## config.mk

```make
export PLATFORM = sky130hd
export DESIGN_NAME = gii_front
export DESIGN_NICKNAME = d
export VERILOG_FILES = /design/src/sv/gii_pkg.sv /design/src/sv/gii_front.sv
export SDC_FILE = /design/constraint.sdc
export NUM_CORES = 1
export LEC_CHECK = 0
export ABC_CLOCK_PERIOD_IN_PS = 21100
export BUFFER_PORTS_ARGS = -buffer_cell sky130_fd_sc_hd__buf_2
export CAP_MARGIN = 0
export CELL_PAD_IN_SITES_DETAIL_PLACEMENT = 2
export CELL_PAD_IN_SITES_GLOBAL_PLACEMENT = 2
export CORE_MARGIN = 2
export CORE_UTILIZATION = 38
export CTS_CLUSTER_SIZE = 30
export DETAILED_ROUTE_END_ITERATION = 8
export PLACE_DENSITY = 0.95
export SYNTH_ARGS = -nofsm -noshare
export SYNTH_HDL_FRONTEND = slang
export SYNTH_SLANG_ARGS = --single-unit
export TNS_END_PERCENT = 100
```

## constraint.sdc

```tcl
create_clock -name i_clk -period 21.1 [get_ports i_clk]
set_input_delay 3.165 -clock i_clk [delete_from_list [all_inputs] [get_ports i_clk]]
set_output_delay 3.165 -clock i_clk [all_outputs]
set_load 0.05 [all_outputs]
```

## src/sv/gii_pkg.sv

```systemverilog
// Shared types, constants and the gray conversion for the gray integral image block.
// No dependencies; every other file of the block imports this package.
`default_nettype none

package gii_pkg;

    localparam int CFG_W        = 11;
    localparam int PIX_W        = 24;
    localparam int SUM_W        = 31;
    localparam int GRAY_W       = 8;
    localparam int MAX_COLS_DEF = 1024;
    localparam int ROW_LIMIT    = 1024;
    localparam int QUEUE_DEPTH  = 4;

    localparam logic [CFG_W-1:0] CFG_RESET = 11'd1024;

    // Register indexes of the configuration port.
    localparam logic CFG_ROWS = 1'b0;
    localparam logic CFG_COLS = 1'b1;

    // Reciprocal of three in eleven fractional bits; exact for byte sums up to 765.
    localparam logic [9:0] GRAY_MUL = 10'd683;
    localparam int         GRAY_SH  = 11;

    typedef struct packed {
        logic              sel;
        logic              border;
        logic              row_end;
        logic              frame_end;
        logic [GRAY_W-1:0] gray;
    } t_item;

    function automatic logic [GRAY_W-1:0] gray_of(input logic [PIX_W-1:0] px);
        logic [9:0]  s;
        logic [19:0] p;
        s = {2'b00, px[7:0]} + {2'b00, px[15:8]} + {2'b00, px[23:16]};
        p = {10'b0, s} * {10'b0, GRAY_MUL};
        return p[GRAY_SH +: GRAY_W];
    endfunction

endpackage

`default_nettype wire

```

## src/sv/gii_front.sv

```systemverilog
// Front end: configuration registers, grid counters and per-slot classification.
// Depends on gii_pkg; feeds gii_fifo.
`default_nettype none

module gii_front #(
    parameter int MAX_COLS = gii_pkg::MAX_COLS_DEF
) (
    input  wire logic                               i_clk,
    input  wire logic                               i_rst_n,
    input  wire logic                               i_cfg_we,
    input  wire logic                               i_cfg_idx,
    input  wire logic [gii_pkg::CFG_W-1:0]          i_cfg_data,
    input  wire logic                               i_valid,
    input  wire logic [gii_pkg::PIX_W-1:0]          i_pixel_rgb,
    input  wire logic                               i_full,
    output logic                                    o_ready,
    output logic                                    o_push,
    output gii_pkg::t_item                          o_item,
    output logic [$clog2(MAX_COLS+1)-1:0]           o_col
);
    import gii_pkg::*;

    localparam int COL_W = $clog2(MAX_COLS + 1);

    logic [CFG_W-1:0] r_rows, r_cols;
    logic [CFG_W-1:0] r_row, n_row;
    logic [COL_W-1:0] r_col, n_col;
    logic             r_sel, n_sel;
    logic [CFG_W-1:0] rows;
    logic [COL_W-1:0] cols;
    logic             rend, fend;

    always_comb begin
        if (r_rows == '0) begin
            rows = CFG_W'(1);
        end else if ({21'b0, r_rows} > 32'(ROW_LIMIT)) begin
            rows = CFG_W'(ROW_LIMIT);
        end else begin
            rows = r_rows;
        end
        if (r_cols == '0) begin
            cols = COL_W'(1);
        end else if ({21'b0, r_cols} > 32'(MAX_COLS)) begin
            cols = COL_W'(MAX_COLS);
        end else begin
            cols = COL_W'(r_cols);
        end
    end

    assign rend    = (r_col >= cols);
    assign fend    = rend && (r_row >= rows);
    assign o_ready = !i_full;
    assign o_push  = i_valid && !i_full;
    assign o_col   = r_col;

    always_comb begin
        o_item.sel       = r_sel;
        o_item.border    = (r_row == '0) || (r_col == '0);
        o_item.row_end   = rend;
        o_item.frame_end = fend;
        o_item.gray      = gray_of(i_pixel_rgb);
    end

    always_comb begin
        n_row = r_row;
        n_col = r_col;
        n_sel = r_sel;
        if (fend) begin
            n_row = '0;
            n_col = '0;
            n_sel = 1'b0;
        end else if (rend) begin
            n_row = r_row + CFG_W'(1);
            n_col = '0;
            n_sel = !r_sel;
        end else begin
            n_col = r_col + COL_W'(1);
        end
    end

    always_ff @(posedge i_clk) begin
        if (!i_rst_n) begin
            r_rows <= CFG_RESET;
            r_cols <= CFG_RESET;
            r_row  <= '0;
            r_col  <= '0;
            r_sel  <= 1'b0;
        end else begin
            if (i_cfg_we) begin
                case (i_cfg_idx)
                    CFG_ROWS: r_rows <= i_cfg_data;
                    CFG_COLS: r_cols <= i_cfg_data;
                    default:  r_rows <= r_rows;
                endcase
            end
            if (o_push) begin
                r_row <= n_row;
                r_col <= n_col;
                r_sel <= n_sel;
            end
        end
    end

endmodule

`default_nettype wire

```

* Word level (Yosys, flattened, before mapping) *
Index checks and enable logic that the tools add are counted.
W data, S select, Z words.

storage, ports and cells
  output and inout bits = 25
  register bits after elaboration = 45
  input port bits = 41

operators by class
  $mul = 1
  magnitude comparators = 4
  add/subtract/negate cells = 4
  bitwise gates (word level) = 1
  muxes and demuxes = 10
  reductions and logical operators = 13

operator list
  kind                      count
  $mux W11                  8
  $logic_not A11 Y1         4
  $add A11 B1 Y11 const B   2
  $ge A11 B11 Y1            2
  $gt A11 B11 Y1 const B    2
  $mul A10 B10 Y19 const B  1
  $add A9 B8 Y10            1
  $add A8 B8 Y9             1
  $reduce_and A2 Y1         3
  $logic_and A1 B1 Y1       2
  $logic_not A1 Y1          2
  $mux W1                   2
  $reduce_bool A2 Y1        1
  $logic_or A1 B1 Y1        1
  $not A1 Y1                1

* Depth between registers and ports, before layout *
  word-level depth = 7
  depth in mapped cells = 26
  gate-level depth less buffers = 26

* Worst setup path before layout *
OpenSTA, ideal clock, no wires.

  kind = input port to output port
  start point = input i_pixel_rgb[1] in the netlist's numbering
  end point = output o_item[2] in the netlist's numbering
  buffers on the path = 0
  arrival time = 9.307 ns
  slack = 8.628 ns
  stages on the path = 23
  cells stage by stage = inv_1 > fa_1 > inv_1 > ha_1 > fa_1 > a211oi_1 > o21bai_1 > a21oi_1 > xnor2_1 > ha_1 > ha_1 > fa_1 > fa_1 > inv_1 > fa_1 > inv_1 > ha_1 > nand4_1 > a211oi_1 > nor3_1 > a211oi_1 > a21oi_1 > xnor2_1

RTL lines
  what                line             text
  start: declaration  gii_front.sv:14  input wire logic [gii_pkg::PIX_W-1:0] i_pixel_rgb,
  end: declaration    gii_front.sv:18  output gii_pkg::t_item o_item,

==> results.yml <==
status:
  status: "finished, violations left"
  violations: "DRC"
synthesis:
  synthAdderAreaFrac_pct: 38.4
  synth_edf_count: 0
  synthSimpleGateAreaFrac_pct: 16.9
  synth_top_family_by_area: "adder cells"
  netlist_instances: 517
  synthArstFlopShare_pct: 0
  syn_nets: 679
  synth_xor_area_share_pct: 6.77
  synthFlopType: "dfxtp_1"
  ys_seq_area_share_pct: 19.9
  netlist_area_um2: 4530
  synth_compound_area_share_pct: 12.3
  muxShareOfSynthArea_pct: 0
  synth_cell_type_count: 45
  avgSynthCellArea_um2: 8.76
  yosys_warnings: 0
  ys_seq_elements: 45
global_route:
  grt_pass1_wl_mm: 28.3
  grt.overflow.total: 0
  grt_pass1_vias: 4978
  antenna_found_initial: 0
  grt_max_degree: 24
  grt_use_total_pct: 28.7
floorplanning:
  fp.dieW_um: 113
  die_h_um: 113
  ioPinCount: 66
  start_util_pct: 39.3
  core_area_um2: 11500
  die-area_um2: 12800
  rows: 39
drt:
  first_pass_iters: 6
  detail_route.wl_per_cell_um: 24.6
  drtIter0Drc: 174
  num_vias: 4166
  routed_wirelength_mm: 17.7
  route.detailed.drc: 5
  viasPerCell: 5.79
  ant_nets: 0
final_layout:
  area_growth_pct: 12.9
  mostFrequentLayoutCells: "91 x ha_1, 80 x nand2_1, 65 x buf_2, 49 x inv_1, 45 x dfxtp_1"
  drive_above_1_share_pct: 14.2
  fin_nets: 737
  final_common_cell: "ha_1"
  antenna_cells: 0
  fin_area_um2: 5110
cts:
  root_buffer: "clkbuf_16"
  worst_skew_pair.late_latency_ps: 300
  cts.reportedPaths.clkPinSlew_ps: 80
  postCtsHoldBufs: 0
  clockBufferDepth: 2
  numCtsBuffers: 5
  cts_resized: 0
  cts.sinks: 45
  htree_levels: 2
  postCtsSetupBuffers: 0
  cts_tree: "done"
timing:
  finalSetupViolations: 0
  rsz0062_at_grt: "no"
  hold_violations: 0
  max_freq_ghz: 0.0752
  relSlewSlack_pct: 36.9
  drv_slew: 0
  period_needed_ps: 13300
  clock_skew_ps: 10.0
  tightest_slew_ps: 940
  fin_crit_sh_pct: 63.1
  setup_tns_ps: 0
run:
  drv_cap: 0
critical_path:
  required_ps: 17940
  end_kind: "output pin"
  cp.buffers_inverters: 2
  slowest_stage: "fa_1"
  cpPeakStageDelay_ps: 610
  criticalPathCategory: "in -> out"
  path_cells: "buf_2 > fa_1 > ha_1 > a21o_1 > a21oi_1 > o21bai_1 > a21oi_1 > o21ai_0 > xor2_1 > ha_1 > ha_1 > fa_1 > fa_1 > fa_1 > ha_1 > a2111o_1 > o31ai_2 > a21oi_1 > a211o_1 > a21oi_2 > xnor2_1 > buf_2"
  critPathTopFamily: "adder cells"
  crit_path_start_kind: "primary input"
  crit_fanout: 4
  crit_arrival_ps: 10140
worst_hold_path:
  hp-class: "reg -> reg"
placement:
  dpl_cell_area_um2: 4960
  port-buffer-count: 65
  routabilityCongestion: 1.01
  dp_hpwl_mm: 14.3
[layer usage]
layer / global-route usage [%] / vias to the layer above / part of all wire [%]
li1: - / 1880 / -
met2: 54.9 / 144 / 54
met5: 0 / - / 0
met1: 30.0 / 2080 / 36
met3: 5.03 / 62 / 4.4
met4: 14.3 / 0 / 4.9
[final timing paths]
check / startpoint / to / slack (ps) / cells after the start
worst min register to register: r_rows[6] / r_rows[6] / 490 / 2
worst min-delay path: r_rows[6] / r_rows[6] / 490 / 2
worst max-delay path: i_pixel_rgb[2] / o_item[7] / 7800 / 22
worst max register to register: r_cols[0] / o_col[9] / 18040 / 10
[through the flow]
step | instances | worst slack [ps] | hold WS, ps | utilization, %
after floorplan | 517 | 8630 | 442 | -
after detailed placement | 711 | 7900 | 474 | 43.0
after global routing | 719 | 7580 | 515 | 44.4
after global placement | 711 | 8430 | 457 | 43.0
final | 719 | 7800 | 490 | 44.4
after CTS | 719 | 7880 | 486 | 44.4
[cells by family (layout without fill, tap and decap cells)]
logic type                 Yosys count  after routing
buffers and inverters               63            122
adders and majority gates          121            121
and+or+nand+nor                    169            169
DFF                                 45             45
AOI/OAI and AO/OA                   84             84
xor gates and xnor gates            35             35
[flip-flops by register name, summed over array words and instances, names as in the netlist]
register and cells:
r_sel 1, r_row 11, r_rows 11, o_col 11, r_cols 11
[tightest hold or removal path, stage by stage, from the launching register on]
cell	delay, ps
dfxtp_1	330
nand2_1	60
a21oi_1	60
[synthesized netlist by cell type, types with 7 or more instances]
cell,number,share of area [%]
ha_1,91,25
nand2_1,80,6.6
inv_1,49,4.1
dfxtp_1,45,20
nor2_1,37,3.1
a21oi_1,34,3.8
fa_1,30,13
xnor2_1,21,4.1
xor2_1,14,2.7
nor4_1,10,1.4
nand3_1,9,0.99
nor3_1,9,0.99
o21ai_0,8,0.88
a21o_1,7,1.2
clkbuf_1,7,0.58
[cell type report]
class	instances	area [um2]
clock inverters	3	28.8
multi-input cells	409	3370
repair buffers	65	325
flip-flops and latches	45	901
clock buffers	5	125
inverters	49	184
well taps	143	179
fillers	1295	6400
Power is not shown: default switching activity piles up to over one toggle a cycle in this logic, so the estimate is an artifact.
