## src/sv/gii_pkg.sv

```systemverilog
// Shared types, constants and the gray conversion for the gray integral image block.
// No dependencies; every other file of the block imports this package.
`default_nettype none

package gii_pkg;

    localparam int CFG_W        = 11;
    localparam int PIX_W        = 24;
    localparam int SUM_W        = 31;
    localparam int GRAY_W       = 8;
    localparam int MAX_COLS_DEF = 1024;
    localparam int ROW_LIMIT    = 1024;
    localparam int QUEUE_DEPTH  = 4;

    localparam logic [CFG_W-1:0] CFG_RESET = 11'd1024;

    // Register indexes of the configuration port.
    localparam logic CFG_ROWS = 1'b0;
    localparam logic CFG_COLS = 1'b1;

    // Reciprocal of three in eleven fractional bits; exact for byte sums up to 765.
    localparam logic [9:0] GRAY_MUL = 10'd683;
    localparam int         GRAY_SH  = 11;

    typedef struct packed {
        logic              sel;
        logic              border;
        logic              row_end;
        logic              frame_end;
        logic [GRAY_W-1:0] gray;
    } t_item;

    function automatic logic [GRAY_W-1:0] gray_of(input logic [PIX_W-1:0] px);
        logic [9:0]  s;
        logic [19:0] p;
        s = {2'b00, px[7:0]} + {2'b00, px[15:8]} + {2'b00, px[23:16]};
        p = {10'b0, s} * {10'b0, GRAY_MUL};
        return p[GRAY_SH +: GRAY_W];
    endfunction

endpackage

`default_nettype wire

```

## src/sv/gii_fifo.sv

```systemverilog
// Short queue of classified slots between the front and back ends.
// Depends on gii_pkg for the slot type and the queue depth.
`default_nettype none

module gii_fifo #(
    parameter int COL_W = $clog2(gii_pkg::MAX_COLS_DEF + 1)
) (
    input  wire logic              i_clk,
    input  wire logic              i_rst_n,
    input  wire logic              i_push,
    input  wire gii_pkg::t_item    i_item,
    input  wire logic [COL_W-1:0]  i_col,
    input  wire logic              i_pop,
    output logic                   o_full,
    output logic                   o_empty,
    output gii_pkg::t_item         o_item,
    output logic [COL_W-1:0]       o_col
);
    import gii_pkg::*;

    localparam int AW = $clog2(QUEUE_DEPTH);

    t_item            r_item [QUEUE_DEPTH];
    logic [COL_W-1:0] r_colq [QUEUE_DEPTH];
    logic [AW-1:0]    r_wr, r_rd;
    logic [AW:0]      r_cnt;

    assign o_full  = (r_cnt == (AW+1)'(QUEUE_DEPTH));
    assign o_empty = (r_cnt == '0);
    assign o_item  = r_item[r_rd];
    assign o_col   = r_colq[r_rd];

    always_ff @(posedge i_clk) begin
        if (i_push) begin
            r_item[r_wr] <= i_item;
            r_colq[r_wr] <= i_col;
        end
    end

    always_ff @(posedge i_clk) begin
        if (!i_rst_n) begin
            r_wr  <= '0;
            r_rd  <= '0;
            r_cnt <= '0;
        end else begin
            if (i_push) begin
                r_wr <= r_wr + AW'(1);
            end
            if (i_pop) begin
                r_rd <= r_rd + AW'(1);
            end
            if (i_push && !i_pop) begin
                r_cnt <= r_cnt + (AW+1)'(1);
            end else if (i_pop && !i_push) begin
                r_cnt <= r_cnt - (AW+1)'(1);
            end
        end
    end

endmodule

`default_nettype wire

```

## config.mk

```make
export PLATFORM = sky130hd
export DESIGN_NAME = gii_fifo
export DESIGN_NICKNAME = d
export VERILOG_FILES = /design/src/sv/gii_pkg.sv /design/src/sv/gii_fifo.sv
export SDC_FILE = /design/constraint.sdc
export NUM_CORES = 1
export LEC_CHECK = 0
export BUFFER_PORTS_ARGS = -buffer_cell sky130_fd_sc_hd__buf_2
export CORE_ASPECT_RATIO = 1.5
export CORE_MARGIN = 3
export CORE_UTILIZATION = 56
export DETAILED_ROUTE_END_ITERATION = 6
export PLACE_DENSITY_LB_ADDON = 0.08
export SLEW_MARGIN = 20
export SYNTH_ARGS = -nofsm -noshare
export SYNTH_HDL_FRONTEND = slang
export SYNTH_SLANG_ARGS = --single-unit
```

## constraint.sdc

```tcl
create_clock -name i_clk -period 1.9 [get_ports i_clk]
set_input_delay 0.285 -clock i_clk [delete_from_list [all_inputs] [get_ports i_clk]]
set_output_delay 0.285 -clock i_clk [all_outputs]
set_load 0.02 [all_outputs]
```

Word-level counts from Yosys, hierarchy flattened
Memory sizes are Yosys's and may differ from the RTL's. A register that Yosys moved wholly into a read port is not among the register bits.
Index checks and enable logic that the tools add are counted.
{ "totals": {"register_bits": 7, "mem_bits_rw": 92, "input_bits": 27, "out_inout_bits": 25, "word_cells": 24, "n_memories": 2} }
{ "op_classes": {"addsub": 4, "n_eq_ne": 1, "muxes": 8, "reduce_logical": 6} }
{ "mem_list": {"columns": ["name", "words", "word_bits", "rd", "rd_ports_with_merged_regs", "wr", "line", "text"], "rows": [
  ["r_item", 4, 12, 1, 1, 1, "gii_fifo.sv:23", "t_item r_item [QUEUE_DEPTH];"],
  ["r_colq", 4, 11, 1, 1, 1, "gii_fifo.sv:24", "logic [COL_W-1:0] r_colq [QUEUE_DEPTH];"]
]} }
{ "ops": {"columns": ["op", "count"], "rows": [
  ["$mux 2", 4],
  ["$mux 3", 2],
  ["$add 2x1->2 const B", 2],
  ["$add 3x1->3 const B", 1],
  ["$eq 3x3->1 const B", 1],
  ["$logic_not 3->1", 1],
  ["$sub 3x1->3 const B", 1],
  ["$logic_and 1x1->1", 2],
  ["$logic_not 1->1", 2],
  ["$mux 1", 2],
  ["$reduce_bool 2->1", 1]
]} }

Depth between registers and ports, before layout
Gate-level depths: netlist (run 1).
{ "logic_depth": {"depth_word": 4, "depth_mapped": 7} }

Worst setup path after synthesis (run 1)
No wires, ideal clock.
{ "synth_timing": {"path_kind": "input port to flip-flop", "startpoint": "in i_pop", "endpoint": "reg r_cnt[2]", "setup_ps": 76, "t_arrival_ps": 1486, "path_slack_ps": 338, "path_stages": 7, "n_path_buf": 0, "path_cell_list": "inv_1 -> ha_1 -> inv_1 -> fa_1 -> xor2_1 -> or3_1 -> a21boi_0"} }
{ "synth_via": {"elab_chain_len": 3, "word_cells_on_any_way": 5, "classes_between": "1 x mux; 4 x reduce/logical"} }
{ "synth_rtl": {"columns": ["item", "line", "text"], "rows": [
  ["start: declaration", "gii_fifo.sv:13", "input wire logic i_pop,"],
  ["$logic_not 1->1", "gii_fifo.sv:52", "if (i_push && !i_pop) begin"],
  ["$logic_and 1x1->1", "gii_fifo.sv:52", null],
  ["$mux 3 / $reduce_bool 2->1 (equally long branches)", null, null],
  ["end signal: assignment", "gii_fifo.sv:53", "r_cnt <= r_cnt + (AW+1)'(1);"],
  ["end signal: assignment", "gii_fifo.sv:55", "r_cnt <= r_cnt - (AW+1)'(1);"],
  ["end: declaration", "gii_fifo.sv:26", "logic [AW:0] r_cnt;"]
]} }
Several ways; a longest one is shown, not always the timed one.
A chain may end at the register's enable or synchronous reset.

==> results of run 1 <==
Yosys cell counts (all sizes together):
cell type and number:
buf 5, mux2i 2, nor3b 1, dfxtp 9, xnor2 2, nor3 1, and2 9, a21boi 1
mux4 23, edfxtp 92, xor2 3, fa 1, nand2 1, or3 1, ha 5, nor2b 2
inv 4, o21ai 1
layout make-up:
type,instances,area [um^2],area share
repair buffers,61,490,0.109
multi-input cells,53,768,0.170
clock inverters,2,15.0,0.00333
well taps,76,95.1,0.0211
inverters,4,15.0,0.00333
clock buffers,14,183,0.0405
flip-flops and latches,101,2950,0.653
power groups by stage:
stage	Sequential (W)	Clock [W]	Combinational [W]
2_1_floorplan	0.00262	0	0.000395
5_1_grt	0.00260	0.00140	0.000717
4_1_cts	0.00259	0.00131	0.000586
3_5_place_dp	0.00264	0	0.000579
6_report	0.00259	0.00127	0.000667
3_3_place_gp	0.00263	0	0.000556
state kept, by name (all words and copies together) (netlist names), named ones only:
register,flops
r_colq,44
r_rd,2
r_item,48
r_cnt,3
r_wr,2
layout by cell type, fill, tap and decap left out, types with 2 or more instances in the layout:
cell type   Yosys  final
clkinvlp_4      0      2
buf_6           1     16
mux4_2         20     23
xnor2_1         2      2
buf_2           2     35
buf_12          2      2
edfxtp_1       92     92
clkbuf_8        0     13
nor2b_1         2      2
dfxtp_1         9      8
ha_1            5      5
xor2_1          3      3
and2_1          9      9
inv_1           4      4
buf_4           0      6
clkbuf_16       0      2
mux2i_1         2      2
worst max-delay path by stage:
stage,start,endpoint,slack [ns]
final,flop,o_col[3],0.001
after global routing,flop,o_col[6],-0.05
after CTS,flop,o_col[0],-0.03
after detailed placement,i_push,r_cnt[2]$_SDFFE_PN0P_,-0.02
after global placement,i_push,r_cnt[2]$_SDFFE_PN0P_,0.18
after floorplan,i_pop,r_cnt[2]$_SDFFE_PN0P_,0.34
cell families (layout without fill, tap and decap cells):
| family | count (synthesis) | in the layout | share of synthesized area |
|---|---|---|---|
| AO/OA/AOI/OAI | 2 | 2 | 0.00329 |
| AND/OR/NAND/NOR | 15 | 15 | 0.0240 |
| flip-flops | 101 | 101 | 0.775 |
| adder cells (fa/ha/maj) | 6 | 6 | 0.0217 |
| XOR/XNOR | 5 | 5 | 0.0115 |
| buffers and inverters | 9 | 81 | 0.0201 |
| multiplexers | 25 | 25 | 0.145 |
what timing repair did:
item,4_1_cts,5_1_grt
pin swaps,0,0
gates cloned,0,2
hold buffers,0,0
endpoints found under the setup margin,13,14
resized for setup,4,35
stage by stage:
stage           util  cells  hold WS (ns)  power, W  setup slack, ns
3_3_place_gp   0.637    293         0.484   0.00318            0.182
5_1_grt        0.691    311         0.135   0.00472          -0.0519
6_report       0.691    311         0.152   0.00453          0.00143
4_1_cts        0.670    309         0.130   0.00449          -0.0259
3_5_place_dp   0.637    293         0.501   0.00322          -0.0171
2_1_floorplan      -    163         0.384   0.00302            0.338
layer usage:
layer  track usage  share of wire
met5             0              0
met4        0.0699          0.013
met3        0.0375          0.050
met1         0.204           0.40
met2         0.275           0.53
==> impl_results.md, run 1 <==
- DRT Wirelength: 6090 um
- CTS buffer count: 9
- Reg2reg setup slack: between 0.2 and 0.3 ns
- Net switching power: roughly 0.0010 W
- Status: finished clean
- Ys Warns: 0
- Global Route Usage Sum: 0.165
- Clock Path Buffers: 2
- Post-route cell area: about 4500 um^2
- ANT cells: 0
- Setup Crit Path Kind: reg -> out
- Initial Util: 0.582
- Clk sink count: a little over 100
- Part of the power in registers: 0.573
- NumNets Final: about 260
- Row cnt: 36
- Slowest cell delay on critical path: just over 0.5 ns
- Final clock period utilization by the worst path: 0.999
- Peak VDD IR: ~740 uV
- Syn Inst Count: 163
- Buf/Inv on CP: 2
- CTS H-tree lvls: 3
- Critical Path AT: about 1.6 ns
- Share of layout cells above drive strength 1: 0.426
- CTS tree: yes
- Period minus WS final: roughly 1.9 ns
- Fin. max-slew vios: 0
- Grt total ovfl: 0
- Static leakage: ~1.6 nW
- Hold Path End: r_colq[2][7]$_DFFE_PP_
- Sw Share: 0.228
- Initial antenna violation count: 0
- Hold Fails Final Rpt: 0
- Post-CTS Setup Inserts: 0
- WL/cell: 19.6 um
- Layout area overhead: 18.8%
- ANT nets after route: 0
- # fillers: about 420
- Worst Clk Skew: 0.00723 ns
- Synth Net Count: approximately 200
- Fin Setup TNS: 0 ns
- CTS Root Buffer Type: clkbuf_8
- Drt pass-1 iters: 4
- Die height: between 100 and 150 um
- Critical path depth: 3
- Drc violations: 0
- Number of global-route vias before repair: 1874
- Via/cell ratio: 5.68
- Top delay family on crit path: multiplexers
- Post-DP Area: 4160 um^2
- DRT iter0 DRCs: roughly 180
- Top achievable clock speed: 527 MHz
- Startpoint types: flop
- Combinational fraction of design power: 0.147
- Critical hold path startpoint: i_col[7]
- P_int: 0.00350 W
- Critical-path top delay cell: mux4_2
- Worst Max-Slew Pin Slew: 0.362 ns
- Power Dens Cells: 1000 nW/um^2
- Core ar.: approximately 6500 um^2
- Synth unique cells: 21
- CP Max Fanout: 6
- Worst hold path class: in -> reg
- Worst r2r dst: r_cnt[2]$_SDFFE_PN0P_
- Synth area leader: edfxtp_1
- RePlAce Congestion: between 0.7 and 0.8
- Routed vias: between 1500 and 2000
- Top-area cell type share of the netlist area: 0.727
- # setup viols final: 0
- RSZ-0062 raised after global routing: yes
- # Max-Cap Violations: 0
- Cell count of the worst reg-to-reg path: 4
- Syn Std Cell Area: approximately 3800 um^2
- DP Wirelength: just under 4000 um
- Average cell area after synthesis: approximately 23 um^2
- Sequential fraction of the synthesis area: 0.775
- Min-Delay Path Depth: 1
- RR Startpoint: r_cnt[0]$_SDFFE_PN0P_
- Worst path cell trace: clkbuf_16 -> mux4_2 -> buf_6
- Crit. End Element: output port
- First-pass GRT wire length: 9370 um
- Top cells by area, synth: edfxtp_1, mux4_2, dfxtp_1
- Largest net degree at the start of global routing: 24
- I/O Buffers: 51
- Crit path required time: approximately 1.6 ns
- Die Wd: about 73 um
- Yosys reg bits: a little over 100
- Clock transition at path regs: about 0.080 ns
- Die area: slightly below 8000 um^2
- Clk network pwr share: 0.280
- Slew headroom: 0.759
- Worst-skew pair later-pin latency: around 0.34 ns
- Ports: 52
(Power assumes the default switching activity.)
==> run 2, diff against run 1 <==
--- a/config.mk
+++ b/config.mk
@@ -8,7 +8,7 @@
 export BUFFER_PORTS_ARGS = -buffer_cell sky130_fd_sc_hd__buf_2
 export CORE_ASPECT_RATIO = 1.5
 export CORE_MARGIN = 3
-export CORE_UTILIZATION = 56
+export CORE_UTILIZATION = 30
 export DETAILED_ROUTE_END_ITERATION = 6
 export PLACE_DENSITY_LB_ADDON = 0.08
 export SLEW_MARGIN = 20
==> run 2 against run 1 <==
Compared with the run above: sequential power is essentially flat; sequential cell count is the same; combinational power grew 6.0%; hold slack gained 0.013 ns; routed wire length grew 15%; via count shrank 1.5%; maximum frequency grew 0.45%; final cell count grew 24%; critical path type unchanged; global-route usage shrank 5.8 points; core utilization shrank 30 points; cell area grew 4.9%; clock-buffer cell count shrank 5.
==> impl_results.md, run 2 (same netlist as run 1, synthesis figures left out) <==
- Clock transition at path regs: around 0.06 ns
- Slew headroom: 0.743
- Worst-skew pair later-pin latency: 0.33 ns
- Die area: about 14000 um^2
- Row cnt: between 40 and 50
- Critical Path AT: 1.60 ns
- CTS tree: yes
- RePlAce Congestion: approximately 0.73
- Worst path cell trace: buf_12 -> mux4_2 -> buf_6
- Routed vias: around 1700
- Core ar.: around 12000 um^2
- # fillers: approximately 1100
- Worst Clk Skew: 0.00552 ns
- NumNets Final: 263
- # Max-Cap Violations: 0
- Cts hold-fix bufs: 0
- Die height: approximately 140 um
- Largest register FFs: 48
- Largest net degree at the start of global routing: 24
- First-pass GRT wire length: about 11000 um
- Power Dens Cells: about 1100 nW/um^2
- Number of global-route vias before repair: around 2100
- Worst Max-Slew Pin Slew: 0.386 ns
- Final clock period utilization by the worst path: 0.995
- Status: finished clean
- Top achievable clock speed: 529 MHz
- Hold Fails Final Rpt: 0
- Crit path required time: 1.62 ns
- Crit. End Element: output port
- Period minus WS final: 1.89 ns
- RSZ-0062 raised after global routing: yes
- Worst hold path class: in -> reg
- Drt pass-1 iters: 4
- DP Wirelength: approximately 4500 um
- Clk sink count: between 100 and 150
- DRT Wirelength: approximately 7000 um
- Initial antenna violation count: 0
- Critical-path top delay cell: mux4_2
- Setup Crit Path Kind: reg -> out
- Via/cell ratio: between 4 and 5
- I/O Buffers: 51
- Startpoint types: flop
- CP Max Fanout: 8
- Final Util: 0.388
- Fin. max-slew vios: 0
- CTS buffer count: 9
- Static leakage: 1.63 nW
- WL/cell: 18.1 um
- Slowest cell delay on critical path: 0.53 ns
- Drc violations: 0
- CTS Root Buffer Type: clkbuf_16
- # setup viols final: 0
- Ports: 52
- Reg2reg setup slack: 0.38 ns
- CTS H-tree lvls: 3
- Die Wd: between 90 and 100 um
- Share of layout cells above drive strength 1: 0.419
- Peak VDD IR: approximately 400 uV
- Largest regs: r_item x48, r_colq x44, r_cnt x3
- ANT nets after route: 0
- Initial Util: 0.311
- Global Route Usage Sum: 0.107
- Clock Path Buffers: 2
- Grt total ovfl: 0
- ANT cells: 0
- Most frequent cells in the layout: edfxtp_1, buf_2, mux4_2
- Biggest register: r_item
- Layout area overhead: 24.6%
- DRT iter0 DRCs: 76
- Commonest non-fill, non-tap cell in the layout: edfxtp_1
- Fin Setup TNS: 0 ns
run 2: changes by cell type in the layout (fill, tap and decap cells not counted), sizes merged:
| cell | delta |
|---|---|
| buf | +2 |
| clkinv | +4 |
| clkinvlp | -1 |
| clkbuf | -7 |
| bufinv | +1 |
run 2: area by class of cell:
class	count	area, um^2	area share
clock buffer	9	225	0.0476
tap	153	191	0.0405
timing repair buffer	61	531	0.112
multi-input combinational	53	768	0.162
inverter	4	15.0	0.00317
sequential	101	2950	0.623
clock inverter	6	55.1	0.0116
run 2: routing by layer:
layer  track usage  vias to the layer above  routed length (um)
met1         0.119                      892                2610
met5             0                        -                   0
li1              -                      797                   -
met3        0.0316                        7                 358
met4        0.0372                        0                  82
met2         0.194                       44                3940
run 2: repair_timing:
action	4_1_cts	5_1_grt
gates resized for setup	25	22
endpoints found under the setup margin	19	20
gates cloned	1	0
buffers inserted	1	0
run 2: worst paths after layout:
check | from | endpoint | depth (start not counted)
worst min-delay path | i_item[11] | r_item[0][11]$_DFFE_PP_ | 1
worst min register to register | r_cnt[2]$_SDFFE_PN0P_ | r_cnt[2]$_SDFFE_PN0P_ | 2
worst max register to register | r_cnt[0]$_SDFFE_PN0P_ | r_cnt[2]$_SDFFE_PN0P_ | 4
worst max-delay path | flop | o_col[8] | 3
run 2: per-stage QoR:
step	setup WS [ns]	power (W)	cells	cell area [um^2]	hold WS, ns
floorplan	0.338	0.00302	163	3800	0.384
global placement	0.167	0.00322	370	4300	0.484
detailed placement	0.0947	0.00325	370	4300	0.501
CTS	-0.0299	0.00504	387	4660	0.151
global route	-0.0503	0.00523	387	4730	0.159
finish	0.0100	0.00500	387	4730	0.165
run 2: power by group:
| group | switching [W] | internal [W] |
|---|---|---|
| Combinational | 0.000350 | 0.000357 |
| Clock | 0.000699 | 0.000998 |
| Sequential | 0.0000505 | 0.00255 |
| Total | 0.00110 | 0.00390 |
run 2: critical path, delay by kind of cell (launching register included):
| kind | cells | cell delay [ns] |
|---|---|---|
| muxes | 1 | 0.53 |
| DFF | 1 | 0.42 |
| buffers and inverters | 2 | 0.32 |
